**config.mk**
```make
export PLATFORM = sky130hd
export DESIGN_NAME = cbp_index
export DESIGN_NICKNAME = d
export VERILOG_FILES = /design/src/sv/cbp_pkg.sv /design/src/sv/cbp_index.sv
export SDC_FILE = /design/constraint.sdc
export NUM_CORES = 1
export LEC_CHECK = 0
export BUFFER_PORTS_ARGS = -buffer_cell sky130_fd_sc_hd__buf_2
export CAP_MARGIN = 20
export CORE_MARGIN = 2
export CORE_UTILIZATION = 31
export DETAILED_ROUTE_END_ITERATION = 12
export PLACE_DENSITY = 0.68
export RECOVER_POWER = 25
export SETUP_SLACK_MARGIN = 0.5
export SYNTH_ARGS = -nofsm -noshare
export SYNTH_HDL_FRONTEND = slang
export SYNTH_SLANG_ARGS = --single-unit
export TNS_END_PERCENT = 5
```
**constraint.sdc**
```tcl
create_clock -name vclk -period 1.4
set_input_delay 0.07 -clock vclk [all_inputs]
set_output_delay 0.07 -clock vclk [all_outputs]
set_load 0.01 [all_outputs]
```
**src/sv/cbp_pkg.sv**
```systemverilog
package cbp_pkg;

    localparam int ADDR_W = 32;
    localparam int COUNT_W = 32;
    localparam int HIST_CFG_W = 3;
    localparam int CTR_W = 2;

    localparam logic [HIST_CFG_W-1:0] HIST_CFG_RESET = 3'd2;

    typedef enum logic [CTR_W-1:0] {
        CTR_STRONG_NOT_TAKEN = 2'd0,
        CTR_WEAK_NOT_TAKEN   = 2'd1,
        CTR_WEAK_TAKEN       = 2'd2,
        CTR_STRONG_TAKEN     = 2'd3
    } ctr_t;

    typedef struct packed {
        logic valid;
        logic mispredict;
    } cbp_event_t;

    function automatic ctr_t next_counter(input ctr_t cur, input logic tk);
        ctr_t nxt;
        if (!tk)
        begin
            nxt = (cur == CTR_STRONG_TAKEN) ? CTR_WEAK_TAKEN : CTR_STRONG_NOT_TAKEN;
        end
        else
        begin
            nxt = (cur == CTR_STRONG_NOT_TAKEN) ? CTR_WEAK_NOT_TAKEN : CTR_STRONG_TAKEN;
        end
        return nxt;
    endfunction

    function automatic logic predicts_taken(input ctr_t cur);
        return (cur == CTR_WEAK_TAKEN) || (cur == CTR_STRONG_TAKEN);
    endfunction

endpackage

```
**src/sv/cbp_index.sv**
```systemverilog
module cbp_index #(
    parameter int INDEX_BITS = 12,
    parameter int MAX_HISTORY = 7
) (
    input  logic [cbp_pkg::HIST_CFG_W-1:0] history_bits,
    input  logic [MAX_HISTORY-1:0]         history,
    input  logic [cbp_pkg::ADDR_W-1:0]     branch_address,
    output logic [INDEX_BITS-1:0]          index
);
    import cbp_pkg::*;

    localparam int HCAP_A = (MAX_HISTORY < INDEX_BITS) ? MAX_HISTORY : INDEX_BITS;
    localparam int HCAP_I = (HCAP_A < 7) ? HCAP_A : 7;
    localparam logic [HIST_CFG_W-1:0] HCAP = HIST_CFG_W'(HCAP_I);
    localparam int ABW = $clog2(INDEX_BITS + 1);
    localparam int EXT_W = INDEX_BITS + MAX_HISTORY;

    logic [HIST_CFG_W-1:0] h_eff;
    logic [ABW-1:0]        abits;
    logic [INDEX_BITS-1:0] amask;
    logic [EXT_W-1:0]      hist_shifted;

    always_comb
    begin
        h_eff = history_bits;
        if (int'(history_bits) > HCAP_I)
        begin
            h_eff = HCAP;
        end
        abits = ABW'(INDEX_BITS) - ABW'(h_eff);
        amask = ~({INDEX_BITS{1'b1}} << abits);
        hist_shifted = EXT_W'(history) << abits;
        index = (branch_address[INDEX_BITS-1:0] & amask) | hist_shifted[INDEX_BITS-1:0];
    end

endmodule

```
==> metrics.yaml <==
outcome: "finished, violations left"
violations: "negative setup slack"
hpwl_um: 1780
fin_nets: 189
grtUsageTotal: 0.177
seq_cell_count: 0
seq_area_frac_synth: 0
remaining_drc_errors: 0
antenna_cells: 0
fillers: 194
die-height_um: 49.9
yosys.area_share.simple: 0.207
synthAdderAreaFrac: 0.0574
core_area_mm2: 0.00198
wire_per_inst_um: 13.3
layout_common_cells: "31 x buf_2, 21 x buf_4, 10 x nand2_1"
max_freq_ghz: 0.605
finalCritPeriodShare: 1.18
syn_area_um2: 654
power_mw: 0.466
grt_first_pass_wirelength_um: 3590
grt_pass1_vias: 802
end_kind: "output port"
ant_nets: 0
hp-class: "in -> out"
leakage_nw: 0.524
globalRouteOverflowTotal: 0
fin_ws_ns: -0.252
maxSlewViolCount: 0
criticalPathCategory: "in -> out"
irDropWorstVdd_mv: 0.237
drtIter0Drc: 12
start_kind: "primary input"
numPortBuffers: 34
maxCapViolCount: 0
pin_count: 54
rows: 16
syn_nets: 136
muxShareOfSynthArea: 0.304
hold_viol: 0
areaGrowthSynthToFinish_pct: 68.1
synthXorXnorAreaFrac: 0.0134
synth_compound_area_frac: 0.314
synth_top_family_by_area: "compound AO/OA/AOI/OAI gates"
drtPass1Iterations: 6
die-area_mm2: 0.00249
final_common_cell: "buf_2"
gp_congestion: 0.836
tightest_slew_ns: 0.358
synth.distinct_cells: 32
yosys_warnings: 0
maxSlewHeadroom: 0.755
via_per_inst: 5.29
start_util: 0.330
worstPathMaxFanout: 6
clock_buffers: 0
power.density_mw_per_mm2: 424
period_needed_ns: 1.65
grt_antenna_before_repair: 0
drive_above_1_share: 0.570
die_w_um: 49.9
syn_inst: 91
grt_setup_unrepaired: "yes"
grt_max_degree: 18
cp.arrival_ns: 1.58
setup_viol: 9
dp_slack_ns: -0.260
drt_wl_total_um: 2260
worstPathRequired_ns: 1.33
avgSynthCellArea_um2: 7.19
vias: 894
ff_latch_area_um2: 0
## cell usage after synthesis
cell type,instances,share of area
a211oi_1,1,0.011
a21oi_1,2,0.015
a22oi_1,2,0.023
a2bb2oi_1,1,0.013
a311oi_1,1,0.013
and3b_1,1,0.013
buf_2,4,0.031
buf_6,3,0.052
ha_1,3,0.057
inv_1,3,0.017
inv_2,1,0.0057
mux2_2,3,0.052
mux2_4,2,0.046
mux2i_1,9,0.14
mux2i_4,1,0.034
mux4_2,1,0.034
nand2_1,12,0.069
nand2b_1,2,0.019
nand3_1,2,0.015
nand3b_1,1,0.011
nand4_1,1,0.0096
nor2_1,6,0.034
nor3_1,2,0.015
nor3b_2,1,0.019
o211ai_1,2,0.023
o21a_1,2,0.023
o21ai_0,9,0.069
o21ai_1,6,0.046
o21ai_2,2,0.027
o221ai_1,2,0.027
o31ai_1,2,0.023
xor2_1,1,0.013
## power by group
group | switching (mW) | total (mW) | internal [mW]
clock network | 0 | 0 | 0
registers | 0 | 0 | 0
logic | 0.223 | 0.466 | 0.243
## cell families (layout without fill, tap and decap cells)
group                    count (synthesis)  after routing
AO/OA/AOI/OAI                           32             32
XOR/XNOR                                 1              1
adder cells (fa/ha/maj)                  3              3
buffers and inverters                   11             62
multiplexers                            16             16
AND/OR/NAND/NOR                         28             28
## critical path: stages
cell and delay [ns]:
buf_8 0.08, inv_6 0.03, ha_4 0.31, buf_6 0.14, mux2i_1 0.30, mux2i_1 0.17
buf_4 0.16, nand3_1 0.09, o211ai_1 0.09, buf_2 0.14
## area by class of cell
type / instances / area, um^2 / area share
multi-input combinational: 80 / 653 / 0.594
timing repair buffer: 58 / 388 / 0.353
tap: 27 / 33.8 / 0.0307
inverter: 4 / 25.0 / 0.0228
## stage by stage
stage / TNS, ns / hold WS, ns / instances / area [um^2] / utilization
6_report: -1.17 / 0.420 / 169 / 1100 / 0.555
5_1_grt: -1.66 / 0.462 / 169 / 1100 / 0.555
4_1_cts: -1.07 / 0.424 / 169 / 1090 / 0.548
3_5_place_dp: -2.01 / 0.424 / 166 / 995 / 0.502
3_3_place_gp: -1.41 / 0.420 / 166 / 995 / 0.502
2_1_floorplan: -0.290 / 0.250 / 91 / 696 / -
## per-layer routing
layer | GRT usage | part of all wire | wire (um)
met1 | 0.255 | 0.44 | 993
met5 | 0 | 0 | 0
met3 | 0.00606 | 0.055 | 125
met2 | 0.304 | 0.50 | 1140
met4 | 0.00926 | 0 | 0
## worst paths after layout
check	start	to	slack, ns	depth (start not counted)
setup / recovery	history_bits[0]	index[6]	-0.25	10
hold / removal	branch_address[7]	index[7]	0.42	4
## what timing repair did
action | in CTS | in global routing
gates cloned | 0 | 0
hold buffers | 0 | 0
setup buffers | 3 | 0
setup endpoints to repair | 12 | 12
pin swaps | 6 | 2
resized for setup | 22 | 5
(Power assumes the default switching activity.)
