<file path="src/sv/cbp_pkg.sv">
package cbp_pkg;

    localparam int ADDR_W = 32;
    localparam int COUNT_W = 32;
    localparam int HIST_CFG_W = 3;
    localparam int CTR_W = 2;

    localparam logic [HIST_CFG_W-1:0] HIST_CFG_RESET = 3'd2;

    typedef enum logic [CTR_W-1:0] {
        CTR_STRONG_NOT_TAKEN = 2'd0,
        CTR_WEAK_NOT_TAKEN   = 2'd1,
        CTR_WEAK_TAKEN       = 2'd2,
        CTR_STRONG_TAKEN     = 2'd3
    } ctr_t;

    typedef struct packed {
        logic valid;
        logic mispredict;
    } cbp_event_t;

    function automatic ctr_t next_counter(input ctr_t cur, input logic tk);
        ctr_t nxt;
        if (!tk)
        begin
            nxt = (cur == CTR_STRONG_TAKEN) ? CTR_WEAK_TAKEN : CTR_STRONG_NOT_TAKEN;
        end
        else
        begin
            nxt = (cur == CTR_STRONG_NOT_TAKEN) ? CTR_WEAK_NOT_TAKEN : CTR_STRONG_TAKEN;
        end
        return nxt;
    endfunction

    function automatic logic predicts_taken(input ctr_t cur);
        return (cur == CTR_WEAK_TAKEN) || (cur == CTR_STRONG_TAKEN);
    endfunction

endpackage

</file>
<file path="src/sv/cbp_stats.sv">
module cbp_stats (
    input  logic                           clk,
    input  logic                           rst_n,
    input  cbp_pkg::cbp_event_t            ev,
    output logic [cbp_pkg::COUNT_W-1:0]    branch_total,
    output logic [cbp_pkg::COUNT_W-1:0]    mispredict_total
);
    import cbp_pkg::*;

    logic [COUNT_W-1:0] branch_cnt_reg;
    logic [COUNT_W-1:0] branch_cnt_next;
    logic [COUNT_W-1:0] mispred_cnt_reg;
    logic [COUNT_W-1:0] mispred_cnt_next;

    always_comb
    begin
        branch_cnt_next = branch_cnt_reg;
        mispred_cnt_next = mispred_cnt_reg;
        if (ev.valid)
        begin
            if (branch_cnt_reg != {COUNT_W{1'b1}})
            begin
                branch_cnt_next = branch_cnt_reg + COUNT_W'(1);
            end
            if (ev.mispredict && (mispred_cnt_reg != {COUNT_W{1'b1}}))
            begin
                mispred_cnt_next = mispred_cnt_reg + COUNT_W'(1);
            end
        end
    end

    always_ff @(posedge clk or negedge rst_n)
    begin
        if (!rst_n)
        begin
            branch_cnt_reg <= '0;
            mispred_cnt_reg <= '0;
        end
        else
        begin
            branch_cnt_reg <= branch_cnt_next;
            mispred_cnt_reg <= mispred_cnt_next;
        end
    end

    assign branch_total = branch_cnt_reg;
    assign mispredict_total = mispred_cnt_reg;

endmodule

</file>
<file path="config.mk">
export PLATFORM = sky130hd
export DESIGN_NAME = cbp_stats
export DESIGN_NICKNAME = d
export VERILOG_FILES = /design/src/sv/cbp_pkg.sv /design/src/sv/cbp_stats.sv
export SDC_FILE = /design/constraint.sdc
export NUM_CORES = 1
export LEC_CHECK = 0
export BUFFER_PORTS_ARGS = -buffer_cell sky130_fd_sc_hd__buf_2
export CAP_MARGIN = 0
export CORE_MARGIN = 3
export CORE_UTILIZATION = 55
export DETAILED_ROUTE_END_ITERATION = 6
export PLACE_DENSITY_LB_ADDON = 0.05
export SYNTH_ARGS = -nofsm -noshare
export SYNTH_HDL_FRONTEND = slang
export SYNTH_SLANG_ARGS = --single-unit
</file>
<file path="constraint.sdc">
create_clock -name clk -period 4.01 [get_ports clk]
set_clock_uncertainty 0.2 [all_clocks]
set_input_delay 0.6015 -clock clk [delete_from_list [all_inputs] [get_ports clk]]
set_output_delay 0.6015 -clock clk [all_outputs]
set_load 0.005 [all_outputs]
</file>
==> reports/qor.yml <==
critical_path:
  crit_arrival_ns: 2.39
  crit_required_ns: 4.06
  crit_type: "reg2reg"
  worst_setup_path_end_kind: "flop"
  r2r_slack_ns: 1.67
  r2r_cells: 5
  reg2reg_to: "mispredict_total[13]$_DFFE_PN0P_"
  critPathMaxFanout: 11
  start_kind: "flop"
  worstReg2RegStart: "mispredict_total[23]$_DFFE_PN0P_"
drt:
  wl_mm: 6.97
  postRouteAntennaNets: 0
  drt_iter0_drc: 114
  drt_first_pass_iters: 4
  vias_per_cell: 5.74
  num_vias: 2584
  wire_per_inst_um: 15.5
  drc_errors: 0
grt:
  grt_use_met1: 0.335
  grt.overflow.total: 0
  track_usage: 0.226
  antenna_found_initial: 0
  use_met3: 0.0450
  first_global_vias: 2401
  grt_util_met2: 0.323
  grt_first_pass_wirelength_mm: 11.7
  grt_max_degree: 45
  busiest_layer: "met1"
floorplanning:
  start_util: 0.574
  ios: 68
  die_area_mm2: 0.00673
  rows: 27
  die_w_um: 82.0
  fp.dieH_um: 82.0
  core-area_mm2: 0.00554
yosys:
  async_reset_ff_frac: 1.00
  synthesis.area_mm2: 0.00318
  ys_seq_area_frac: 0.504
  yosysWarnings: 0
  synth_top_area_frac: 0.504
  ys.flop_type: "dfrtp_1"
  yosysUniqueCellTypes: 32
  synth_edf_count: 0
  yosys.area.top_type: "dfrtp_1"
  synth_fp_nets: 306
  yosys-top-cells-area: "dfrtp_1 (50%), xnor2_1 (12%), nand4_1 (6.1%)"
  synth_seq_cells: 64
  syn_avg_cell_area_um2: 10.6
  synthCells: 300
timing:
  drv_slew: 0
  fin_crit_sh: 0.584
  setup_violations: 0
  fin_crit_ns: 2.34
  tightest_slew_ns: 0.940
  relSlewSlack: 0.374
  hold_viol_final: 0
  rsz0062_at_grt: "no"
  timing.fmax_mhz: 427
  finalSetupTns_ns: 0
  timing.hold.ws_ns: 0.202
cts:
  cts_hold_buf: 0
  root_buffer: "clkbuf_8"
  cts_buffer_depth: 2
  cts_tree: "yes"
  clk_latency_ns: 0.34
  clk_pin_slew_ns: 0.07
  clkSinkCount: 64
  ctsResizeCount: 0
  postCtsSetupBuffers: 0
  cts_inserted_buffers: 9
  ctsHtreeMaxLevel: 3
finish:
  fin_nets: 379
  utilization: 0.683
  design_area_mm2: 0.00378
  diodes: 0
  area_growth_pct: 19.1
  fillers: 456
  layout-drive-gt1-share: 0.249
worst_hold_path:
  worst_hold_path_type: "in2async"
power_and_ir_drop:
  p_leak_nw: 1.85
  p_sw_frac: 0.267
  p_int_mw: 1.13
  clkPwrFrac: 0.358
  vdd_drop_max_v: 0.000335
  power.net_switching_mw: 0.412
  pwr-share-seq: 0.515
  power.density_mw_per_mm2: 408
  power_frac_comb: 0.127
placed_design:
  io_buffers: 67
  place_hpwl_mm: 5.11
  gp_congestion: 0.802
  dpl-instance-area_mm2: 0.00358
flow_run:
  cap_violations: 0
run_status:
  status: "finished, final reports clean"
cells in the mapped netlist (3+ instances only):
library cell / instances
a21oi_1: 4
and2_1: 3
and3_1: 18
and4_1: 14
buf_2: 3
clkbuf_1: 3
dfrtp_1: 64
inv_1: 4
mux2_2: 5
nand2_1: 24
nand3_1: 30
nand4_1: 31
nor2_1: 13
nor3_1: 8
xnor2_1: 43
xor2_1: 13
worst max-delay path: stages (launching register included):
cell and delay, ns:
dfrtp_1 0.43, nand4_1 0.20, nor3_2 0.49, nand4_1 0.51, nand4_1 0.28, xnor2_1 0.15
cell type report:
class,count,area (um^2),area share
Sequential cell,64,1600,0.423
Multi-Input combinational cell,226,1540,0.406
Timing Repair Buffer,68,343,0.0906
Clock buffer,13,159,0.0420
Tap cell,72,90.1,0.0238
Clock inverter,3,40.0,0.0106
Inverter,4,15.0,0.00397
worst max-delay path by stage:
stage	startpoint	cells past startpoint	endpoint
CTS	mispredict_total[23]$_DFFE_PN0P_	5	mispredict_total[13]$_DFFE_PN0P_
global placement	ev[1]	6	branch_total[30]$_DFFE_PN0P_
detailed placement	ev[1]	6	branch_total[26]$_DFFE_PN0P_
floorplan	ev[1]	6	branch_total[30]$_DFFE_PN0P_
finish	mispredict_total[23]$_DFFE_PN0P_	5	mispredict_total[13]$_DFFE_PN0P_
global route	mispredict_total[23]$_DFFE_PN0P_	5	mispredict_total[6]$_DFFE_PN0P_
power groups by stage:
stage	registers, mW	clock network (mW)	logic (mW)
final	0.795	0.552	0.195
after global routing	0.806	0.598	0.227
after CTS	0.794	0.563	0.201
after detailed placement	0.806	0	0.198
after global placement	0.803	0	0.194
after floorplan	0.794	0	0.0976
per-stage QoR:
step / power (mW) / worst slack (ns) / instances
after CTS: 1.56 / 1.69 / 450
after global placement: 0.996 / 1.64 / 434
after floorplan: 0.891 / 1.83 / 300
after detailed placement: 1.00 / 1.59 / 434
final: 1.54 / 1.67 / 450
after global routing: 1.63 / 1.45 / 450
registers in the layout, indices dropped and copies added, names as in the netlist:
register          flops
branch_total         32
mispredict_total     32
per-layer routing:
layer,vias to the layer above,share of wire
met4,0,0.016
met1,1265,0.48
li1,1236,-
met5,-,0
met2,71,0.45
met3,12,0.049
cell families after synthesis:
group	count (synthesis)	share of synthesized area
AOI/OAI and AO/OA	11	0.0268
xor gates and xnor gates	56	0.154
adders and majority gates	2	0.00787
buffers and inverters	10	0.0130
DFF	64	0.504
muxes	5	0.0177
and+or+nand+nor	152	0.276
layout by cell type (no fill, tap or decap), drive strengths merged, types with 13 or more instances in the layout:
| cell type | synthesis | routed |
|---|---|---|
| nand2 | 24 | 24 |
| nor2 | 14 | 14 |
| xnor2 | 43 | 43 |
| and3 | 18 | 18 |
| clkbuf | 3 | 13 |
| buf | 3 | 68 |
| dfrtp | 64 | 64 |
| nand3 | 30 | 30 |
| and4 | 14 | 14 |
| nand4 | 31 | 31 |
| xor2 | 13 | 13 |
Power figures use the tool's default switching activity.
